==> src/rtl/core/virtio_pci_common_config_regs_top_defines.svh <==
// Assertion macros shared by the common configuration register window.
`ifndef VIRTIO_PCI_COMMON_CONFIG_REGS_TOP_DEFINES_SVH
`define VIRTIO_PCI_COMMON_CONFIG_REGS_TOP_DEFINES_SVH

// Checks that a condition holds at every clock edge outside reset.
`define VPCC_ASSERT(lbl, cond, msg) \
  lbl: assert property (@(posedge clk_i) disable iff (!rst_ni) (cond)) else $error(msg);

// Checks that a trigger is followed by a consequence in the next cycle.
`define VPCC_ASSERT_NEXT(lbl, trig, cons, msg) \
  lbl: assert property (@(posedge clk_i) disable iff (!rst_ni) (trig) |=> (cons)) \
    else $error(msg);

`endif

==> src/rtl/core/vpcc_pkg.sv <==
// Types and register map constants of the virtio common configuration window.
package vpcc_pkg;

  localparam logic OpRead  = 1'b0;
  localparam logic OpWrite = 1'b1;

  localparam int unsigned CfgIdxW = 2;
  localparam logic [CfgIdxW-1:0] CfgDeviceFeatures  = 2'd0;
  localparam logic [CfgIdxW-1:0] CfgQueueCount      = 2'd1;
  localparam logic [CfgIdxW-1:0] CfgConfigGeneration = 2'd2;

  localparam logic [7:0] OffDevFeatSel   = 8'h00;
  localparam logic [7:0] OffDevFeat      = 8'h04;
  localparam logic [7:0] OffDrvFeatSel   = 8'h08;
  localparam logic [7:0] OffDrvFeat      = 8'h0C;
  localparam logic [7:0] OffMsixConfig   = 8'h10;
  localparam logic [7:0] OffNumQueues    = 8'h12;
  localparam logic [7:0] OffDevStatus    = 8'h14;
  localparam logic [7:0] OffCfgGen       = 8'h15;
  localparam logic [7:0] OffQueueSel     = 8'h16;
  localparam logic [7:0] OffQueueSize    = 8'h18;
  localparam logic [7:0] OffQueueMsix    = 8'h1A;
  localparam logic [7:0] OffQueueEnable  = 8'h1C;
  localparam logic [7:0] OffQueueNotify  = 8'h1E;
  localparam logic [7:0] OffQueueDescLo  = 8'h20;
  localparam logic [7:0] OffQueueDescHi  = 8'h24;
  localparam logic [7:0] OffQueueAvailLo = 8'h28;
  localparam logic [7:0] OffQueueAvailHi = 8'h2C;
  localparam logic [7:0] OffQueueUsedLo  = 8'h30;
  localparam logic [7:0] OffQueueUsedHi  = 8'h34;

  // Only bit 0 of the queue enable register is kept.
  localparam logic [31:0] EnableBit = 32'h0000_0001;

  typedef struct packed {
    logic        op;
    logic [7:0]  offset;
    logic [31:0] wr_word;
  } req_t;

  typedef struct packed {
    logic [31:0] rd_word;
    logic        unsupported;
  } rsp_t;

endpackage

==> src/rtl/core/virtio_pci_common_config_regs_top.sv <==
// Common configuration register window of a virtio modern PCI device.
//
//   Channel   Direction  Signals                          Moves
//   req       in         req_valid_i, req_ready_o, req_i   one bus read or write request
//   rsp       out        rsp_valid_o, rsp_ready_i, rsp_o   one response per request
//   cfg       in         cfg_valid_i, cfg_ready_o, ...     device side register writes
//
// A request is taken into an input register when accepted; when it leaves that register it is
// decoded and applied to the register file, and its response is loaded into the output
// register, which offers it from then on. One request per cycle is sustained while rsp is not
// stalled; the single decode stage between the two registers sets that rate.
// Both stages advance whenever the output register is empty or being drained, so a stall
// on rsp backs up one stage at a time. Reset clears the valid flags, the device features and
// config generation (queue_count resets to 1) and every driver visible register, including all
// per-queue entries, at once; the data of the two pipeline registers is not reset.
`include "virtio_pci_common_config_regs_top_defines.svh"

module virtio_pci_common_config_regs_top
  import vpcc_pkg::*;
#(
  parameter int unsigned MAX_QUEUES = 8
) (
  input  logic               clk_i,
  input  logic               rst_ni,
  input  logic               req_valid_i,
  output logic               req_ready_o,
  input  req_t               req_i,
  output logic               rsp_valid_o,
  input  logic               rsp_ready_i,
  output rsp_t               rsp_o,
  input  logic               cfg_valid_i,
  output logic               cfg_ready_o,
  input  logic [CfgIdxW-1:0] cfg_index_i,
  input  logic [31:0]        cfg_data_i
);

  // Width of a queue index; a single queue still gets one bit.
  localparam int unsigned QW = (MAX_QUEUES > 1) ? $clog2(MAX_QUEUES) : 1;

  // Device side configuration.
  logic [31:0] device_features_q;
  logic [3:0]  queue_count_q;
  logic [7:0]  config_generation_q;

  // Driver visible registers.
  logic [31:0] dev_feature_sel_q;
  logic [31:0] drv_feature_sel_q;
  logic [31:0] drv_features_q;
  logic [7:0]  device_status_q;
  logic [15:0] queue_sel_q;
  logic [15:0] queue_size_q   [MAX_QUEUES];
  logic        queue_enable_q [MAX_QUEUES];
  logic [31:0] desc_lo_q      [MAX_QUEUES];
  logic [31:0] desc_hi_q      [MAX_QUEUES];
  logic [31:0] avail_lo_q     [MAX_QUEUES];
  logic [31:0] avail_hi_q     [MAX_QUEUES];
  logic [31:0] used_lo_q      [MAX_QUEUES];
  logic [31:0] used_hi_q      [MAX_QUEUES];

  // Pipeline registers.
  logic req_valid_q;
  req_t req_q;
  logic rsp_valid_q;
  rsp_t rsp_q;

  // Handshake. The decode stage moves on whenever the output register can take a result.
  logic stage_adv;
  logic req_fire;
  assign stage_adv   = !rsp_valid_q || rsp_ready_i;
  assign req_ready_o = !req_valid_q || stage_adv;
  assign req_fire    = req_valid_i && req_ready_o;
  assign rsp_valid_o = rsp_valid_q;
  assign rsp_o       = rsp_q;
  assign cfg_ready_o = 1'b1;

  // Decode of the registered request.
  logic          is_wr;
  logic          per_queue;
  logic          queue_ok;
  logic [QW-1:0] qidx;
  logic          bad;
  logic [31:0]   rd_data;

  assign is_wr = (req_q.op == OpWrite);
  assign qidx  = queue_sel_q[QW-1:0];

  // The selected queue is in range when it is below both queue_count and the queue storage.
  assign queue_ok = (queue_sel_q < {12'd0, queue_count_q}) &&
                    (queue_sel_q < 16'(MAX_QUEUES));

  always_comb begin
    per_queue = req_q.offset inside {OffQueueSize, OffQueueEnable, OffQueueNotify,
                                     OffQueueDescLo, OffQueueDescHi, OffQueueAvailLo,
                                     OffQueueAvailHi, OffQueueUsedLo, OffQueueUsedHi};
    bad     = per_queue && !queue_ok;
    rd_data = '0;
    case (req_q.offset)
      OffDevFeatSel:   rd_data = dev_feature_sel_q;
      OffDevFeat:      rd_data = device_features_q;
      OffDrvFeatSel:   rd_data = drv_feature_sel_q;
      OffDrvFeat:      rd_data = drv_features_q;
      OffNumQueues:    rd_data = {28'd0, queue_count_q};
      OffDevStatus:    rd_data = {24'd0, device_status_q};
      OffCfgGen:       rd_data = {24'd0, config_generation_q};
      OffQueueSel:     rd_data = {16'd0, queue_sel_q};
      OffQueueSize:    rd_data = {16'd0, queue_size_q[qidx]};
      OffQueueEnable:  rd_data = {31'd0, queue_enable_q[qidx]};
      OffQueueNotify:  rd_data = {16'd0, queue_sel_q};
      OffQueueDescLo:  rd_data = desc_lo_q[qidx];
      OffQueueDescHi:  rd_data = desc_hi_q[qidx];
      OffQueueAvailLo: rd_data = avail_lo_q[qidx];
      OffQueueAvailHi: rd_data = avail_hi_q[qidx];
      OffQueueUsedLo:  rd_data = used_lo_q[qidx];
      OffQueueUsedHi:  rd_data = used_hi_q[qidx];
      // MSI-X offsets and everything unmapped are unsupported.
      default:         bad = 1'b1;
    endcase
  end

  // A write only lands when the request is supported and actually leaves the decode stage.
  logic do_write;
  assign do_write = req_valid_q && stage_adv && is_wr && !bad;

  // Input and output registers.
  always_ff @(posedge clk_i or negedge rst_ni) begin
    if (!rst_ni) begin
      req_valid_q <= 1'b0;
      rsp_valid_q <= 1'b0;
    end else begin
      if (req_ready_o) begin
        req_valid_q <= req_valid_i;
      end
      if (stage_adv) begin
        rsp_valid_q <= req_valid_q;
      end
    end
  end

  always_ff @(posedge clk_i) begin
    if (req_fire) begin
      req_q <= req_i;
    end
    if (stage_adv && req_valid_q) begin
      rsp_q.rd_word     <= (is_wr || bad) ? 32'd0 : rd_data;
      rsp_q.unsupported <= bad;
    end
  end

  // Device side configuration writes; indexes beyond the list are dropped.
  always_ff @(posedge clk_i or negedge rst_ni) begin
    if (!rst_ni) begin
      device_features_q   <= '0;
      queue_count_q       <= 4'd1;
      config_generation_q <= '0;
    end else if (cfg_valid_i && cfg_ready_o) begin
      case (cfg_index_i)
        CfgDeviceFeatures:   device_features_q   <= cfg_data_i;
        CfgQueueCount:       queue_count_q       <= cfg_data_i[3:0];
        CfgConfigGeneration: config_generation_q <= cfg_data_i[7:0];
        default: ;
      endcase
    end
  end

  // Global driver registers.
  always_ff @(posedge clk_i or negedge rst_ni) begin
    if (!rst_ni) begin
      dev_feature_sel_q <= '0;
      drv_feature_sel_q <= '0;
      drv_features_q    <= '0;
      device_status_q   <= '0;
      queue_sel_q       <= '0;
    end else if (do_write) begin
      case (req_q.offset)
        OffDevFeatSel: dev_feature_sel_q <= req_q.wr_word;
        OffDrvFeatSel: drv_feature_sel_q <= req_q.wr_word;
        OffDrvFeat:    drv_features_q    <= req_q.wr_word;
        OffDevStatus:  device_status_q   <= req_q.wr_word[7:0];
        OffQueueSel:   queue_sel_q       <= req_q.wr_word[15:0];
        default: ;
      endcase
    end
  end

  // Per-queue registers, addressed through the queue select.
  always_ff @(posedge clk_i or negedge rst_ni) begin
    if (!rst_ni) begin
      for (int i = 0; i < MAX_QUEUES; i++) begin
        queue_size_q[i]   <= '0;
        queue_enable_q[i] <= 1'b0;
        desc_lo_q[i]      <= '0;
        desc_hi_q[i]      <= '0;
        avail_lo_q[i]     <= '0;
        avail_hi_q[i]     <= '0;
        used_lo_q[i]      <= '0;
        used_hi_q[i]      <= '0;
      end
    end else if (do_write) begin
      case (req_q.offset)
        OffQueueSize:    queue_size_q[qidx]   <= req_q.wr_word[15:0];
        OffQueueEnable:  queue_enable_q[qidx] <= |(req_q.wr_word & EnableBit);
        OffQueueDescLo:  desc_lo_q[qidx]      <= req_q.wr_word;
        OffQueueDescHi:  desc_hi_q[qidx]      <= req_q.wr_word;
        OffQueueAvailLo: avail_lo_q[qidx]     <= req_q.wr_word;
        OffQueueAvailHi: avail_hi_q[qidx]     <= req_q.wr_word;
        OffQueueUsedLo:  used_lo_q[qidx]      <= req_q.wr_word;
        OffQueueUsedHi:  used_hi_q[qidx]      <= req_q.wr_word;
        default: ;
      endcase
    end
  end

  // Short terms for the checks below.
  logic rsp_bad;
  logic dec_stall;
  logic dec_fire;
  logic dec_msix;
  assign rsp_bad   = rsp_valid_o && rsp_o.unsupported;
  assign dec_stall = req_valid_q && !stage_adv;
  assign dec_fire  = req_valid_q && stage_adv;
  assign dec_msix  = (req_q.offset == OffMsixConfig) || (req_q.offset == OffQueueMsix);

  // An unsupported response never carries data.
  `VPCC_ASSERT(a_bad_zero, !rsp_bad || (rsp_o.rd_word == '0), "unsupported response carries data")
  // A request held in the decode stage is neither dropped nor doubled while the output stalls.
  `VPCC_ASSERT_NEXT(a_stage_hold, dec_stall, req_valid_q && $stable(req_q), "request lost")
  // A request leaving the decode stage always produces a response.
  `VPCC_ASSERT_NEXT(a_rsp_made, dec_fire, rsp_valid_o, "request left decode without a response")
  // MSI-X offsets are always flagged.
  `VPCC_ASSERT_NEXT(a_msix_bad, dec_fire && dec_msix, rsp_o.unsupported, "MSI-X access not flagged")

endmodule
==> config.mk <==
export PLATFORM = sky130hd
export DESIGN_NAME = virtio_pci_common_config_regs_top
export DESIGN_NICKNAME = d
export VERILOG_FILES = /design/src/rtl/core/vpcc_pkg.sv /design/src/rtl/core/virtio_pci_common_config_regs_top.sv
export VERILOG_INCLUDE_DIRS = /design/src /design/src/rtl/core
export SDC_FILE = /design/constraint.sdc
export NUM_CORES = 2
export LEC_CHECK = 0
export BUFFER_PORTS_ARGS = -buffer_cell sky130_fd_sc_hd__buf_2
export CAP_MARGIN = 20
export CORE_AREA = 4 4 515 466
export DETAILED_ROUTE_END_ITERATION = 8
export DIE_AREA = 0 0 519 470
export MAX_ROUTING_LAYER = met4
export PLACE_DENSITY = 0.59
export SLEW_MARGIN = 0
export SYNTH_ARGS = -nofsm -noshare
export SYNTH_HDL_FRONTEND = slang
export SYNTH_SLANG_ARGS = --single-unit
==> constraint.sdc <==
create_clock -name clk_i -period 4.7 [get_ports clk_i]
set_input_delay 0.235 -clock clk_i [delete_from_list [all_inputs] [get_ports clk_i]]
set_output_delay 0.235 -clock clk_i [all_outputs]
set_load 0.01 [all_outputs]
**Yosys cells after proc, flatten, opt, wreduce, memory -nomap -nowiden**

Index checks and enable logic that the tools add are counted.
Widths: inputs -> output; s select.

- Flip-flop bits (word level): 1912
- Output and inout port bits: 36

- $lt $le $gt $ge: 4
- Equality and inequality tests: 18
- Mux-type cells: 40
- Bitwise logic cells: 1
- Reduce and logical (&&, ||, !) cells: 35

Operators with widths:

| cell | number |
|---|---|
| $bwmux 256 | 6 |
| $bmux 32 s3 | 6 |
| $pmux 32 s16 | 1 |
| $mux 32 | 13 |
| $bwmux 128 | 1 |
| $demux 32 s3 | 1 |
| $eq 8x5->1 const B | 7 |
| $bmux 16 s3 | 1 |
| $demux 16 s3 | 1 |
| $eq 8x6->1 const B | 6 |
| $mux 16 | 3 |
| $reduce_and 2->1 | 16 |
| $reduce_or 17->1 | 1 |
| $eq 8x4->1 const B | 2 |
| $lt 16x4->1 | 1 |
| $lt 16x4->1 const B | 1 |
| $reduce_bool 9->1 | 1 |
| $bwmux 8 | 1 |
| $eq 8x3->1 const B | 1 |
| $logic_not 8->1 | 1 |
| $logic_and 1x1->1 | 7 |
| $ge 4x4->1 const B | 1 |
| $logic_not 1->1 | 4 |
| $lt 4x1->1 const B | 1 |
| other kinds (9) | 14 |

**Depth between registers and ports, before layout**

- Depth in word-level cells: 8
- Mapped depth: 11
- Mapped depth without buffers: 7

**Least setup slack after synthesis**

Ideal clock, no wire load.

- Kind: flip-flop to flip-flop
- From: register queue_sel_q[1]
- To: register rsp_q, in the netlist rsp_o[25], data pin
- Setup time: 0.270 ns
- Arrival time: 2.378 ns
- Required time: 4.430 ns
- Slack: 2.052 ns
- Stages on the path, launching flop included: 10
- Buffers on the path: 4
- Period minus slack after synthesis: 2.648 ns
- Cell sequence: dfrtp_1 > clkbuf_1 > buf_2 > buf_1 > buf_2 > mux2_2 > a221oi_1 > o22ai_1 > a221oi_1 > a31oi_1

- Word-level cells in the longest chain between the ends: 6
- Elaborated cells on any way between the ends: 27
- Those cells by class: order compare: 2; mux: 20; bitwise: 1; reduce/logical: 4

RTL lines:

| what | RTL line | RTL |
|---|---|---|
| from (decl) | virtio_pci_common_config_regs_top.sv:50 | `logic [15:0] queue_sel_q;` |
| from (signal assigned) | virtio_pci_common_config_regs_top.sv:179 | `OffQueueSel: queue_sel_q <= req_q.wr_word[15:0];` |
| $lt 16x4->1 (on tied branches) | virtio_pci_common_config_regs_top.sv:88, virtio_pci_common_config_regs_top.sv:89 |  |
| $logic_and 1x1->1 | virtio_pci_common_config_regs_top.sv:88 | `assign queue_ok = (queue_sel_q < {12'd0, queue_count_q}) &&` |
| $logic_not 1->1 | virtio_pci_common_config_regs_top.sv:95 | `bad = per_queue && !queue_ok;` |
| $logic_and 1x1->1 | virtio_pci_common_config_regs_top.sv:95 |  |
| $mux 1 | virtio_pci_common_config_regs_top.sv:97 | `case (req_q.offset)` |
| $logic_or 1x1->1 | virtio_pci_common_config_regs_top.sv:144 | `rsp_q.rd_word <= (is_wr \|\| bad) ? 32'd0 : rd_data;` |
| to (decl) | virtio_pci_common_config_regs_top.sv:64 | `rsp_t rsp_q;` |

Several ways; a longest one is shown, not always the timed one. The select of a mux whose other input is x is not followed.
A chain may end at the register's enable or synchronous reset.

**Worst setup path after layout**

- From: register queue_sel_q[0]
- To: register rsp_q, in the netlist rsp_o[15], data pin

Same word-level chain as after synthesis.

==> impl_metrics.yaml <==
timing:
  setup_violations: 0
  setup_tns_ps: 0
  tightestPinTransition_ps: 1160
  drv_slew: 0
  finalCritPeriodShare_pct: 92.1
  setup_slack_ps: 374
  max-slew-margin-rel_pct: 22.7
  rsz0062_at_grt: "false"
  hold_viol_final: 0
  period_needed_ps: 4330
  fmax_mhz: 231
  fin_worst_skew_ps: 39.8
clocking:
  cts.clk_slew.worst_paths_ps: 70
  numCtsBuffers: 204
  cts_htree_levels: 4
  clockBufferDepth: 3
  cts_setup_buffers: 0
  root_buffer: "clkbuf_16"
  clock_sinks: 1912
  tritoncts: "built"
  clk_latency_ps: 860
  cts_resized: 0
placed_design:
  dp_hpwl_um: 184000
  gp_congestion: 0.898
  io_buffers: 114
  place_area_um2: 91500
  post-place-ws_ps: 563
final_layout:
  drive_gt1_share_pct: 45.5
  fin_nets: 6199
  fillers: 21300
  syn2layout_area_growth_pct: 14.7
  fin_area_um2: 99300
synth:
  ys_seq_elements: 1912
  ys_seq_area_share_pct: 55.7
  synth.area.top_cells: "dfrtp_1 (53%), mux2_2 (24%), mux4_2 (4.7%), edfxtp_1 (2.6%), mux2i_1 (2.0%)"
  dominantRegCellSynth: "dfrtp_1"
  async_flop_share_pct: 96.1
  netlist_area_um2: 86500
  ys_types: 76
  synth_edf_count: 74
  synth_top_area_share_pct: 53.1
  synth_warnings: 0
  syn_inst: 6029
  yosysTopAreaCell: "dfrtp_1"
  synth_nets: 6112
  avgSynthCellArea_um2: 14.4
global_routing:
  overflow: 0
  antenna_found_initial: 25
  grt_pass1_wl_um: 438000
  grt_pass1_vias: 58100
  grt_start_max_net_pins: 132
  grtUsageTotal_pct: 25.3
run:
  drv_cap: 0
route:
  post_drt_wl_per_cell_um: 32.3
  vias: 56600
  viasPerCell: 6.02
  first_pass_iters: 6
  wl_um: 303000
  drt-initial-drc-count: 6422
  drc: 0
  drtAntennaViolNets: 0
setup_path:
  crit_required_ps: 5170
  critPathLaunchType: "register"
  crit_type: "register to register"
  critPathMaxFanout: 34
  worstPathArrival_ps: 4800
  worstSetupEndpointType: "register"
floorplanning:
  num_io_pins: 116
  dieArea_um2: 244000
  die_h_um: 470
  num_rows: 169
  coreArea_um2: 235000
  start_util_pct: 36.9
  die_w_um: 519
power:
  power.leakage_nw: 46.9
  ir_worst_vdd_uv: 341
  power_density_nw_per_um2: 356
hold_path:
  worst_hold_path_type: "input port to async pin"
run_status:
  outcome: "completed"
cell families (layout without fill, tap and decap cells):
family	Yosys count	count (layout)	share of synthesized area [%]
fa+ha+maj	3	3	0.0434
buf+inv	612	874	2.99
simple gates	443	443	2.70
flops	1912	1912	55.7
compound gates	727	727	6.11
other cells	1	20	0.00433
mux	2331	2331	32.4
critical path: stages, from the launching register on:
cell and delay [ps]:
dfrtp_4 610, buf_4 350, or2_2 610, buf_4 290, a211oi_1 310, a2111oi_0 140, buf_1 210, nor4_2 870
a41oi_1 470
sequential cells by signal, indices dropped and copies added, names as in the netlist, 16 cells and up:
signal and flops:
queue_size_q 128, queue_sel_q 16, used_hi_q 256, avail_hi_q 256, device_features_q 32, rsp_o 33
dev_feature_sel_q 32, drv_features_q 32, desc_hi_q 256, used_lo_q 256, req_q 40, drv_feature_sel_q 32
avail_lo_q 256, desc_lo_q 256
where the power goes:
part,switching [W],internal [W],leakage [nW],total [W]
Combinational,0.00124,0.000438,17.1,0.00167
Clock,0.00695,0.00985,3.42,0.0168
Sequential,0.000144,0.0167,26.3,0.0169
cell usage in the layout, fill, tap and decap left out, types with 71 or more instances in the layout:
cell,count
a221oi_1,159
buf_4,235
clkbuf_16,209
mux2_1,123
nor2_1,84
o22ai_1,76
mux4_2,181
buf_2,114
a22oi_1,110
a21oi_1,108
dfrtp_1,1834
edfxtp_1,74
mux2_2,1857
nand2_1,145
mux2i_1,170
dlygate4sd3_1,80
o21ai_0,71
path summary, 6_finish.rpt:
check | cells after the start | to | from | slack, ps
max | 8 | rsp_o[15]$_SDFFCE_PP0P_ | queue_sel_q[0]$_DFFE_PN0P_ | 370
min | 2 | avail_lo_q[50]$_DFFE_PN0P_ | rst_ni | 40
max reg2reg | 8 | rsp_o[15]$_SDFFCE_PP0P_ | queue_sel_q[0]$_DFFE_PN0P_ | 370
min reg2reg | 1 | avail_hi_q[183]$_DFFE_PN0P_ | avail_hi_q[183]$_DFFE_PN0P_ | 490
max in group asynchronous | 3 | desc_hi_q[101]$_DFFE_PN0P_ | rst_ni | 3180
min in group clk_i | 2 | req_q[6]$_DFFE_PP_ | req_i[6] | 80
through the flow:
step | cells | util [%] | power [W] | hold slack (ps)
floorplan | 6029 | - | 0.0178 | -60.6
global placement | 8903 | 39.0 | 0.0188 | 328
detailed placement | 8906 | 39.0 | 0.0188 | 342
CTS | 9367 | 42.3 | 0.0356 | 30.3
global route | 9382 | 42.3 | 0.0364 | 59.7
finish | 9388 | 42.3 | 0.0353 | 43.9
Yosys cell counts (20+ instances only):
cell,instances
mux2_2,1857
dfrtp_1,1837
clkbuf_1,341
buf_2,189
mux4_2,181
mux2i_1,170
a221oi_1,159
nand2_1,149
mux2_1,123
a22oi_1,110
a21oi_1,108
nor2_1,93
o22ai_1,76
edfxtp_1,74
o21ai_0,71
buf_1,58
a31oi_1,53
nand3_1,49
nand3_2,32
a22o_1,25
nor3_1,25
a221o_1,20
per-layer routing:
| metal | track usage, % | routed length, um | vias to the layer above |
|---|---|---|---|
| met1 | 34.6 | 131000 | 30800 |
| met5 | - | 0 | - |
| met3 | 5.63 | 26100 | 644 |
| met4 | 8.87 | 12100 | 0 |
| li1 | - | - | 22700 |
| met2 | 37.0 | 134000 | 2429 |
repair_timing:
action,in CTS,in global routing
setup endpoints to repair,0,0
endpoints found under the hold margin,175,0
hold buffers,80,0
final cells by class:
class | count | area (um^2) | area share, %
clock buffer | 315 | 6120 | 6.16
timing repair buffer | 483 | 4180 | 4.21
inverter | 10 | 43.8 | 0.0441
clock inverter | 66 | 867 | 0.873
antenna | 19 | 47.5 | 0.0479
tap | 3078 | 3850 | 3.88
multi-input combinational | 3505 | 36000 | 36.2
sequential | 1912 | 48200 | 48.6
Note: power is estimated with default switching activity, not from simulation.
